===== src/hdl/assert_macros.svh =====
// assertion macros used by the top-level rtl file
`ifndef ASSERT_MACROS_SVH
`define ASSERT_MACROS_SVH

// plain property on the block clock, off during reset
`define CHK_PROP(lbl, prop, msg) \
	lbl: assert property (@(posedge clk) disable iff (!arst_n) prop) else $error(msg);

// same-cycle implication
`define CHK_IMPLY(lbl, ante, cons, msg) \
	`CHK_PROP(lbl, (ante) |-> (cons), msg)

// next-cycle implication
`define CHK_NEXT(lbl, ante, cons, msg) \
	`CHK_PROP(lbl, (ante) |=> (cons), msg)

`endif


===== src/hdl/s2cd_pkg.sv =====
// constants, widths and calendar tables for the seconds to date converter
package s2cd_pkg;

	localparam int NumStages = 7;

	localparam int SecsW  = 32;
	localparam int DaysW  = 16;
	localparam int TodW   = 17;
	localparam int YearW  = 12;
	localparam int MonthW = 4;
	localparam int MdayW  = 5;
	localparam int HourW  = 5;
	localparam int MinW   = 6;
	localparam int SecW   = 6;
	localparam int WdayW  = 3;
	localparam int DoyW   = 9;

	// seconds per day is 675 << 7, the low seven bits pass straight through
	localparam logic [9:0]  DayDivisor = 10'd675;
	localparam logic [25:0] DayRcp     = 26'd50903316;
	localparam int          DayShift   = 35;

	localparam logic [10:0] DaysPerGroup = 11'd1461;
	localparam logic [15:0] GroupRcp     = 16'd45934;
	localparam int          GroupShift   = 26;

	localparam logic [2:0]  DaysPerWeek = 3'd7;
	localparam logic [16:0] WeekRcp     = 17'd74899;
	localparam int          WeekShift   = 19;
	localparam logic [2:0]  BaseWeekday = 3'd6;

	// hour: (tod >> 4) / 225
	localparam logic [11:0] SecsPerHour = 12'd3600;
	localparam logic [12:0] HourRcp     = 13'd4661;
	localparam int          HourShift   = 20;

	// minute: (msec >> 2) / 15
	localparam logic [5:0]  SecsPerMin = 6'd60;
	localparam logic [10:0] MinRcp     = 11'd1093;
	localparam int          MinShift   = 14;

	localparam logic [YearW-1:0] BaseYear = 12'd2000;

	// day within the four-year group at which each year starts
	function automatic logic [10:0] year_start(input logic [1:0] yi);
		logic [10:0] v;
		unique case (yi)
			2'd0: v = 11'd0;
			2'd1: v = 11'd366;
			2'd2: v = 11'd731;
			2'd3: v = 11'd1096;
			default: v = 11'd0;
		endcase
		return v;
	endfunction

	// days before month m, one extra from march on in a leap year
	function automatic logic [DoyW-1:0] days_before(input logic [MonthW-1:0] m,
			input logic leap);
		logic [DoyW-1:0] v;
		unique case (m)
			4'd0:  v = 9'd0;
			4'd1:  v = 9'd31;
			4'd2:  v = 9'd59;
			4'd3:  v = 9'd90;
			4'd4:  v = 9'd120;
			4'd5:  v = 9'd151;
			4'd6:  v = 9'd181;
			4'd7:  v = 9'd212;
			4'd8:  v = 9'd243;
			4'd9:  v = 9'd273;
			4'd10: v = 9'd304;
			4'd11: v = 9'd334;
			4'd12: v = 9'd365;
			default: v = 9'd365;
		endcase
		if (leap && m >= 4'd2) begin
			v = v + 9'd1;
		end
		return v;
	endfunction

endpackage


===== src/hdl/s2cd_in_if.sv =====
// request channel carrying the second count
interface s2cd_in_if import s2cd_pkg::*; ();
	logic             valid;
	logic             ready;
	logic [SecsW-1:0] elapsed_seconds;

	modport source (output valid, output elapsed_seconds, input ready);
	modport sink (input valid, input elapsed_seconds, output ready);
endinterface


===== src/hdl/s2cd_out_if.sv =====
// result channel carrying the calendar fields
interface s2cd_out_if import s2cd_pkg::*; ();
	logic              valid;
	logic              ready;
	logic [YearW-1:0]  year;
	logic [MonthW-1:0] month;
	logic [MdayW-1:0]  day_of_month;
	logic [HourW-1:0]  hour;
	logic [MinW-1:0]   minute;
	logic [SecW-1:0]   second;
	logic [WdayW-1:0]  weekday;

	modport source (output valid, output year, output month, output day_of_month,
		output hour, output minute, output second, output weekday, input ready);
	modport sink (input valid, input year, input month, input day_of_month,
		input hour, input minute, input second, input weekday, output ready);
endinterface


===== src/hdl/s2cd_day_split.sv =====
// stages one to three: second count into day number and second of day
module s2cd_day_split import s2cd_pkg::*; (
	input  logic             clk,
	input  logic [2:0]       adv,
	input  logic [SecsW-1:0] secs,
	output logic [DaysW-1:0] days_s3,
	output logic [TodW-1:0]  tod_s3
);

	logic [24:0]       x_s1;
	logic [6:0]        lo_s1;
	logic [50:0]       prod_s1;
	logic [DaysW-1:0]  qe_s2;
	logic [10:0]       rem_s2;
	logic [6:0]        lo_s2;

	logic [DaysW-1:0]  qe;
	logic [25:0]       rem_full;
	logic              fix;
	logic [10:0]       rem_fixed;

	always_ff @(posedge clk) begin
		if (adv[0]) begin
			x_s1    <= secs[31:7];
			lo_s1   <= secs[6:0];
			prod_s1 <= 51'(secs[31:7]) * 51'(DayRcp);
		end
	end

	// estimate is the true quotient or one below it
	always_comb begin
		qe       = prod_s1[50:DayShift];
		rem_full = {1'b0, x_s1} - 26'(qe) * 26'(DayDivisor);
	end

	always_ff @(posedge clk) begin
		if (adv[1]) begin
			qe_s2  <= qe;
			rem_s2 <= rem_full[10:0];
			lo_s2  <= lo_s1;
		end
	end

	always_comb begin
		fix       = rem_s2 >= 11'(DayDivisor);
		rem_fixed = fix ? rem_s2 - 11'(DayDivisor) : rem_s2;
	end

	always_ff @(posedge clk) begin
		if (adv[2]) begin
			days_s3 <= qe_s2 + DaysW'(fix);
			tod_s3  <= {rem_fixed[9:0], lo_s2};
		end
	end

endmodule


===== src/hdl/s2cd_date.sv =====
// stages four to seven: day number into year, month, day and weekday
module s2cd_date import s2cd_pkg::*; (
	input  logic              clk,
	input  logic [3:0]        adv,
	input  logic [DaysW-1:0]  days,
	output logic [YearW-1:0]  year_s7,
	output logic [MonthW-1:0] month_s7,
	output logic [MdayW-1:0]  mday_s7,
	output logic [WdayW-1:0]  wday_s7
);

	logic [DaysW-1:0]  days_s4;
	logic [31:0]       gp_s4;
	logic [32:0]       wp_s4;
	logic [5:0]        grp_s5;
	logic [10:0]       dg_s5;
	logic [2:0]        wr_s5;
	logic [YearW-1:0]  year_s6;
	logic [DoyW-1:0]   doy_s6;
	logic              leap_s6;
	logic [WdayW-1:0]  wday_s6;

	logic [5:0]        grp;
	logic [13:0]       wq;
	logic [DaysW-1:0]  dg_full;
	logic [DaysW-1:0]  wr_full;
	logic [1:0]        yi;
	logic [10:0]       doy_full;
	logic [3:0]        wsum;
	logic [MonthW-1:0] mon;
	logic [DoyW-1:0]   mday_full;

	always_ff @(posedge clk) begin
		if (adv[0]) begin
			days_s4 <= days;
			gp_s4   <= 32'(days) * 32'(GroupRcp);
			wp_s4   <= 33'(days) * 33'(WeekRcp);
		end
	end

	always_comb begin
		grp     = gp_s4[31:GroupShift];
		wq      = wp_s4[32:WeekShift];
		dg_full = days_s4 - 16'(grp) * 16'(DaysPerGroup);
		wr_full = days_s4 - 16'(wq) * 16'(DaysPerWeek);
	end

	always_ff @(posedge clk) begin
		if (adv[1]) begin
			grp_s5 <= grp;
			dg_s5  <= dg_full[10:0];
			wr_s5  <= wr_full[2:0];
		end
	end

	always_comb begin
		priority if (dg_s5 >= year_start(2'd3)) begin
			yi = 2'd3;
		end else if (dg_s5 >= year_start(2'd2)) begin
			yi = 2'd2;
		end else if (dg_s5 >= year_start(2'd1)) begin
			yi = 2'd1;
		end else begin
			yi = 2'd0;
		end
		doy_full = dg_s5 - year_start(yi);
		wsum     = 4'(wr_s5) + 4'(BaseWeekday);
	end

	always_ff @(posedge clk) begin
		if (adv[2]) begin
			year_s6 <= BaseYear + {4'd0, grp_s5, yi};
			doy_s6  <= doy_full[DoyW-1:0];
			leap_s6 <= yi == 2'd0;
			wday_s6 <= (wsum >= 4'(DaysPerWeek)) ? 3'(wsum - 4'(DaysPerWeek)) : wsum[2:0];
		end
	end

	// first month whose end lies beyond the day of year
	always_comb begin
		mon = 4'd12;
		for (int m = 12; m >= 1; m--) begin
			if (doy_s6 < days_before(4'(m), leap_s6)) begin
				mon = 4'(m);
			end
		end
		mday_full = doy_s6 - days_before(mon - 4'd1, leap_s6) + 9'd1;
	end

	always_ff @(posedge clk) begin
		if (adv[3]) begin
			year_s7  <= year_s6;
			month_s7 <= mon;
			mday_s7  <= mday_full[MdayW-1:0];
			wday_s7  <= wday_s6;
		end
	end

endmodule


===== src/hdl/s2cd_time.sv =====
// stages four to seven: second of day into hour, minute and second
module s2cd_time import s2cd_pkg::*; (
	input  logic             clk,
	input  logic [3:0]       adv,
	input  logic [TodW-1:0]  tod,
	output logic [HourW-1:0] hour_s7,
	output logic [MinW-1:0]  minute_s7,
	output logic [SecW-1:0]  second_s7
);

	logic [TodW-1:0]  tod_s4;
	logic [25:0]      hp_s4;
	logic [HourW-1:0] hour_s5;
	logic [11:0]      msec_s5;
	logic [HourW-1:0] hour_s6;
	logic [11:0]      msec_s6;
	logic [20:0]      mp_s6;

	logic [HourW-1:0] hour;
	logic [TodW-1:0]  msec_full;
	logic [MinW-1:0]  minute;
	logic [11:0]      sec_full;

	always_ff @(posedge clk) begin
		if (adv[0]) begin
			tod_s4 <= tod;
			hp_s4  <= 26'(tod[16:4]) * 26'(HourRcp);
		end
	end

	always_comb begin
		hour      = hp_s4[24:HourShift];
		msec_full = tod_s4 - 17'(hour) * 17'(SecsPerHour);
	end

	always_ff @(posedge clk) begin
		if (adv[1]) begin
			hour_s5 <= hour;
			msec_s5 <= msec_full[11:0];
		end
	end

	always_ff @(posedge clk) begin
		if (adv[2]) begin
			hour_s6 <= hour_s5;
			msec_s6 <= msec_s5;
			mp_s6   <= 21'(msec_s5[11:2]) * 21'(MinRcp);
		end
	end

	always_comb begin
		minute   = mp_s6[19:MinShift];
		sec_full = msec_s6 - 12'(minute) * 12'(SecsPerMin);
	end

	always_ff @(posedge clk) begin
		if (adv[3]) begin
			hour_s7   <= hour_s6;
			minute_s7 <= minute;
			second_s7 <= sec_full[SecW-1:0];
		end
	end

endmodule


===== src/hdl/seconds_to_calendar_date.sv =====
// top level: seven stage pipeline from second count to calendar date
// throughput: one request per cycle while the result side is ready
// a stage holds its item while the stage after it is full and stalled, bubbles fill
// reset clears only the stage valid bits, data registers are not reset
`include "assert_macros.svh"

module seconds_to_calendar_date import s2cd_pkg::*; (
	input  logic       clk,
	input  logic       arst_n,
	s2cd_in_if.sink    stamp,
	s2cd_out_if.source date
);

	logic [NumStages-1:0] stage_valid_q;
	logic [NumStages-1:0] adv;
	logic [DaysW-1:0]     days_s3;
	logic [TodW-1:0]      tod_s3;

	// a stage moves when it is empty or its successor moves
	always_comb begin
		adv[NumStages-1] = !stage_valid_q[NumStages-1] || date.ready;
		for (int i = NumStages - 2; i >= 0; i--) begin
			adv[i] = !stage_valid_q[i] || adv[i+1];
		end
	end

	always_ff @(posedge clk or negedge arst_n) begin
		if (!arst_n) begin
			stage_valid_q <= '0;
		end else begin
			if (adv[0]) begin
				stage_valid_q[0] <= stamp.valid;
			end
			for (int i = 1; i < NumStages; i++) begin
				if (adv[i]) begin
					stage_valid_q[i] <= stage_valid_q[i-1];
				end
			end
		end
	end

	assign stamp.ready = adv[0];
	assign date.valid  = stage_valid_q[NumStages-1];

	s2cd_day_split u_day_split (
		.clk     (clk),
		.adv     (adv[2:0]),
		.secs    (stamp.elapsed_seconds),
		.days_s3 (days_s3),
		.tod_s3  (tod_s3)
	);

	s2cd_date u_date (
		.clk      (clk),
		.adv      (adv[6:3]),
		.days     (days_s3),
		.year_s7  (date.year),
		.month_s7 (date.month),
		.mday_s7  (date.day_of_month),
		.wday_s7  (date.weekday)
	);

	s2cd_time u_time (
		.clk       (clk),
		.adv       (adv[6:3]),
		.tod       (tod_s3),
		.hour_s7   (date.hour),
		.minute_s7 (date.minute),
		.second_s7 (date.second)
	);

	`CHK_NEXT(a_request_enters, stamp.valid && stamp.ready, stage_valid_q[0], "request lost")
	`CHK_IMPLY(a_full_stall, (&stage_valid_q) && !date.ready, !stamp.ready, "request into full pipe")
	`CHK_IMPLY(a_month_range, date.valid, date.month >= 4'd1 && date.month <= 4'd12, "bad month")
	`CHK_IMPLY(a_mday_range, date.valid, date.day_of_month != 5'd0, "zero day of month")
	`CHK_IMPLY(a_hour_minute, date.valid, date.hour < 5'd24 && date.minute < 6'd60, "bad time")
	`CHK_IMPLY(a_second_wday, date.valid, date.second < 6'd60 && date.weekday < 3'd7, "bad time")

endmodule


===== src/flat_wrapper.sv =====
// flat-port wrapper written by rule: the top's interface ports become plain ports
module seconds_to_calendar_date_flat import s2cd_pkg::*;
  (clk, arst_n, stamp_valid, stamp_elapsed_seconds, stamp_ready, date_valid, date_year, date_month, date_day_of_month, date_hour, date_minute, date_second, date_weekday, date_ready);
  s2cd_in_if stamp_i ();
  s2cd_out_if date_i ();
  input  logic clk;
  input  logic arst_n;
  input wire logic [$bits(stamp_i.valid)-1:0] stamp_valid;
  input wire logic [$bits(stamp_i.elapsed_seconds)-1:0] stamp_elapsed_seconds;
  output wire logic [$bits(stamp_i.ready)-1:0] stamp_ready;
  output wire logic [$bits(date_i.valid)-1:0] date_valid;
  output wire logic [$bits(date_i.year)-1:0] date_year;
  output wire logic [$bits(date_i.month)-1:0] date_month;
  output wire logic [$bits(date_i.day_of_month)-1:0] date_day_of_month;
  output wire logic [$bits(date_i.hour)-1:0] date_hour;
  output wire logic [$bits(date_i.minute)-1:0] date_minute;
  output wire logic [$bits(date_i.second)-1:0] date_second;
  output wire logic [$bits(date_i.weekday)-1:0] date_weekday;
  input wire logic [$bits(date_i.ready)-1:0] date_ready;
  assign stamp_i.valid = stamp_valid;
  assign stamp_i.elapsed_seconds = stamp_elapsed_seconds;
  assign stamp_ready = stamp_i.ready;
  assign date_valid = date_i.valid;
  assign date_year = date_i.year;
  assign date_month = date_i.month;
  assign date_day_of_month = date_i.day_of_month;
  assign date_hour = date_i.hour;
  assign date_minute = date_i.minute;
  assign date_second = date_i.second;
  assign date_weekday = date_i.weekday;
  assign date_i.ready = date_ready;
  seconds_to_calendar_date u_core (.clk(clk), .arst_n(arst_n), .stamp(stamp_i), .date(date_i));
endmodule

===== config.mk =====
export PLATFORM = sky130hd
export DESIGN_NAME = seconds_to_calendar_date_flat
export DESIGN_NICKNAME = d
export VERILOG_FILES = /design/src/hdl/s2cd_pkg.sv /design/src/hdl/s2cd_in_if.sv /design/src/hdl/s2cd_out_if.sv /design/src/hdl/s2cd_day_split.sv /design/src/hdl/s2cd_date.sv /design/src/hdl/s2cd_time.sv /design/src/hdl/seconds_to_calendar_date.sv /design/src/flat_wrapper.sv
export VERILOG_INCLUDE_DIRS = /design/src /design/src/hdl
export SDC_FILE = /design/constraint.sdc
export NUM_CORES = 2
export LEC_CHECK = 0
export ABC_AREA = 0
export BUFFER_PORTS_ARGS = -buffer_cell sky130_fd_sc_hd__clkbuf_2
export CAP_MARGIN = 20
export CORE_MARGIN = 4
export CORE_UTILIZATION = 25
export DETAILED_ROUTE_END_ITERATION = 10
export GPL_TIMING_DRIVEN = 0
export PLACE_DENSITY = 0.41
export SYNTH_ARGS = -nofsm -noshare
export SYNTH_HDL_FRONTEND = slang
export SYNTH_SLANG_ARGS = --single-unit

===== constraint.sdc =====
create_clock -name clk -period 13.8 [get_ports clk]
set_input_delay 2.76 -clock clk [delete_from_list [all_inputs] [get_ports clk]]
set_output_delay 2.76 -clock clk [all_outputs]
set_load 0.03 [all_outputs]

==> flow_summary.ini <==
[place]
routabilityCongestion = 0.7688
io_buffers = 78
placed_area_um2 = 33800
place_ws_ns = 4.204
place_hpwl_um = 52300

[timing]
finalCritPeriodShare_pct = 64.16
relSlewSlack_pct = 41.71
fin_skew_ns = 0.02214
setup_tns_ns = 0
hold_viol = 0
worst_slack_ns = 4.946
drv_slew = 0
min_period_ns = 8.854
setup_viol_count_final = 0
timing.fmax_mhz = 112.9
tightest_slew_ns = 0.8712
rsz0062_at_grt = false
whs_ns = 0.4119

[clock_network]
cts_hold_buf = 0
clock-sinks = 263
clockBufferDepth = 3
cts_tree = yes
cts_post_setup_buffers_inserted = 0
cts.repair.resized = 0
htreeDepth = 1
clk_pin_slew_ns = 0.06
clk_latency_ns = 0.58
root_buffer = clkbuf_16
cts_made_buffers = 31

[floorplanning]
die_y_um = 361.5
io-pin-count = 79
dieArea_um2 = 130700
initial_core_util_pct = 25.20
dieWidth_um = 361.5
rows = 129
core_um2 = 124000

[route]
wirelength_um = 62760
firstDrtPassIters = 4
vias = 17810
ant_nets = 0
wl_per_cell_um = 14.06
viasPerCell = 3.991
drc_errors = 0
dr.first_iter.drc_count = 530

[global_routing]
grtUsageTotal_pct = 10.04
grt_pass1_vias = 19570
grt_max_degree = 38
antenna_found_initial = 0
grt_pass1_wl_um = 105500
grt.overflow.total = 0

[synthesis]
yosysTopAreaCell = ha_1
yosysMostFrequentCell = ha_1
synth_common_cells = ha_1, inv_1, fa_1
synth-seq-cells = 263
synth_area_leaders = ha_1, edfxtp_1, fa_1
synth-main-ff-cell = edfxtp_1
syn-num-nets = 3832
synth_cells = 2687
synth-seq-area-share_pct = 25.17
async_reset_ff_share_pct = 2.662
yosys_warnings = 0
synth_edf_count = 256
syn_area_per_cell_um2 = 11.62
yosys.area.top_type_share_pct = 29.52
ys_types = 72
synth.cell_area_um2 = 31230

[critical_path]
cpMostUsedCell = fa_1
criticalPathCategory = in2reg
path_delay_family = adder cells
slowest_stage = a311oi_1
cpPeakStageDelay_ns = 0.57
crit_fanout = 11
worstSetupEndpointType = flip-flop
required_ns = 14.12
path_cells = clkbuf_2 -> fa_1 -> ha_1 -> inv_1 -> fa_1 -> fa_1 -> fa_1 -> inv_1 -> fa_1 -> fa_1 -> ha_1 -> a2111oi_0 -> o21ai_0 -> o22a_1 -> a311oi_1 -> o311ai_1 -> a31oi_1 -> o21ai_0 -> o21ai_0 -> xnor2_1
crit_buf_inv = 3
arrival_ns = 9.18
cp-start-kind = primary input

[finish]
diodes = 0
fin_area_um2 = 34750
nets = 3949
drive_above_1_share_pct = 5.626
area_growth_pct = 11.26
final.fill_count = 13030

[hold_path]
hp-class = reg2reg

[outcome]
status = finished clean

[flow_run]
drv_cap = 0
worst reg2reg max path, cell delays in order (launching register included):
cell and delay [ns]:
edfxtp_1 0.82, inv_1 0.39, ha_1 0.44, inv_1 0.09, ha_1 0.25, fa_1 0.54
inv_1 0.05, fa_1 0.47, inv_1 0.05, fa_1 0.50, fa_1 0.50, ha_1 0.33
a21o_1 0.18, a21o_1 0.16, a21o_1 0.16, a21o_1 0.20, a2111oi_2 0.46, a31oi_1 0.31
o41ai_4 0.44, nor2_1 0.09, a211o_1 0.23
placed cells by master, fill, tap and decap left out, types with 10 or more instances in the layout:
master     instances
a21o_1            38
a21oi_1           65
a31oi_1           10
clkbuf_16         31
clkbuf_2          79
edfxtp_1         256
fa_1             372
ha_1             737
inv_1            711
nand2_1           38
nand2b_1          18
nand3_1           24
nand4_1           14
nor2_1            50
nor3_1            20
o21ai_0           46
o21bai_1          16
xnor2_1          103
xor2_1            44
stage by stage:
stage / instances / util (%)
global placement: 4402 / 27.16
finish: 4463 / 28.03
detailed placement: 4408 / 27.26
floorplan: 2687 / -
global route: 4463 / 28.03
CTS: 4463 / 28.03
metal layers:
| metal | GRT usage (%) | share of wire, % | up-vias |
|---|---|---|---|
| li1 | - | - | 9050 |
| met1 | 13.38 | 47 | 8569 |
| met2 | 17.96 | 49 | 139 |
| met3 | 0.9084 | 1.6 | 52 |
| met4 | 1.666 | 1.8 | 0 |
| met5 | 0 | 0 | - |
path summary, 6_finish.rpt:
| path | startpoint | cells after the start | slack [ns] | endpoint |
|---|---|---|---|---|
| setup / recovery | stamp_elapsed_seconds[15] | 20 | 4.95 | u_core.u_day_split.prod_s1[44] |
| hold / removal | u_core.u_time.tod_s4[0] | 0 | 0.41 | u_core.u_time.msec_s5[0] |
| setup reg to reg | u_core.u_day_split.days_s3[5] | 20 | 6.86 | u_core.u_date.gp_s4[31] |
| hold reg to reg | u_core.u_time.tod_s4[0] | 0 | 0.41 | u_core.u_time.msec_s5[0] |
| max in group asynchronous | arst_n | 1 | 11.62 | u_core.stage_valid_q[0] |
| min in group asynchronous | arst_n | 1 | 2.01 | u_core.stage_valid_q[6] |
state kept, by name, summed over array words and instances, names as in the netlist, 6 cells and up:
signal                      cells
u_core.u_day_split.qe_s2       16
u_core.u_date.dg_s5            11
u_core.u_time.minute_s7         6
u_core.u_day_split.days_s3     16
u_core.stage_valid_q            7
u_core.u_time.tod_s4           12
u_core.u_day_split.lo_s1        7
u_core.u_date.grp_s5            6
u_core.u_time.msec_s6           6
u_core.u_date.doy_s6            9
u_core.u_date.gp_s4             6
u_core.u_date.days_s4          11
u_core.u_day_split.lo_s2        7
u_core.u_time.msec_s5          12
u_core.u_date.year_s6          11
u_core.u_day_split.prod_s1     16
u_core.u_date.year_s7          11
u_core.u_day_split.rem_s2      11
u_core.u_time.mp_s6             6
u_core.u_day_split.tod_s3      17
u_core.u_day_split.x_s1        11
u_core.u_time.second_s7         6
cell type report:
class	count	area, µm²	share of cell area, %
clock inverters	17	150.1	0.4321
flip-flops and latches	263	7863	22.63
clock buffers	38	802.0	2.308
repair buffers	84	500.5	1.440
well taps	1637	2048	5.894
multi-input cells	1704	20670	59.50
inverters	714	2680	7.713
plain buffers	6	31.28	0.09002
kinds of logic after synthesis:
logic type | count (synthesis) | synth area share, %
buffers and inverters | 720 | 8.681
AND/OR/NAND/NOR | 207 | 3.397
flip-flops | 263 | 25.17
XOR/XNOR | 147 | 4.122
multiplexers | 4 | 0.1362
AO/OA/AOI/OAI | 237 | 5.120
adder cells (fa/ha/maj) | 1109 | 53.37
Power is not shown: default switching activity piles up to over one toggle a cycle in this logic, so the estimate is an artifact.
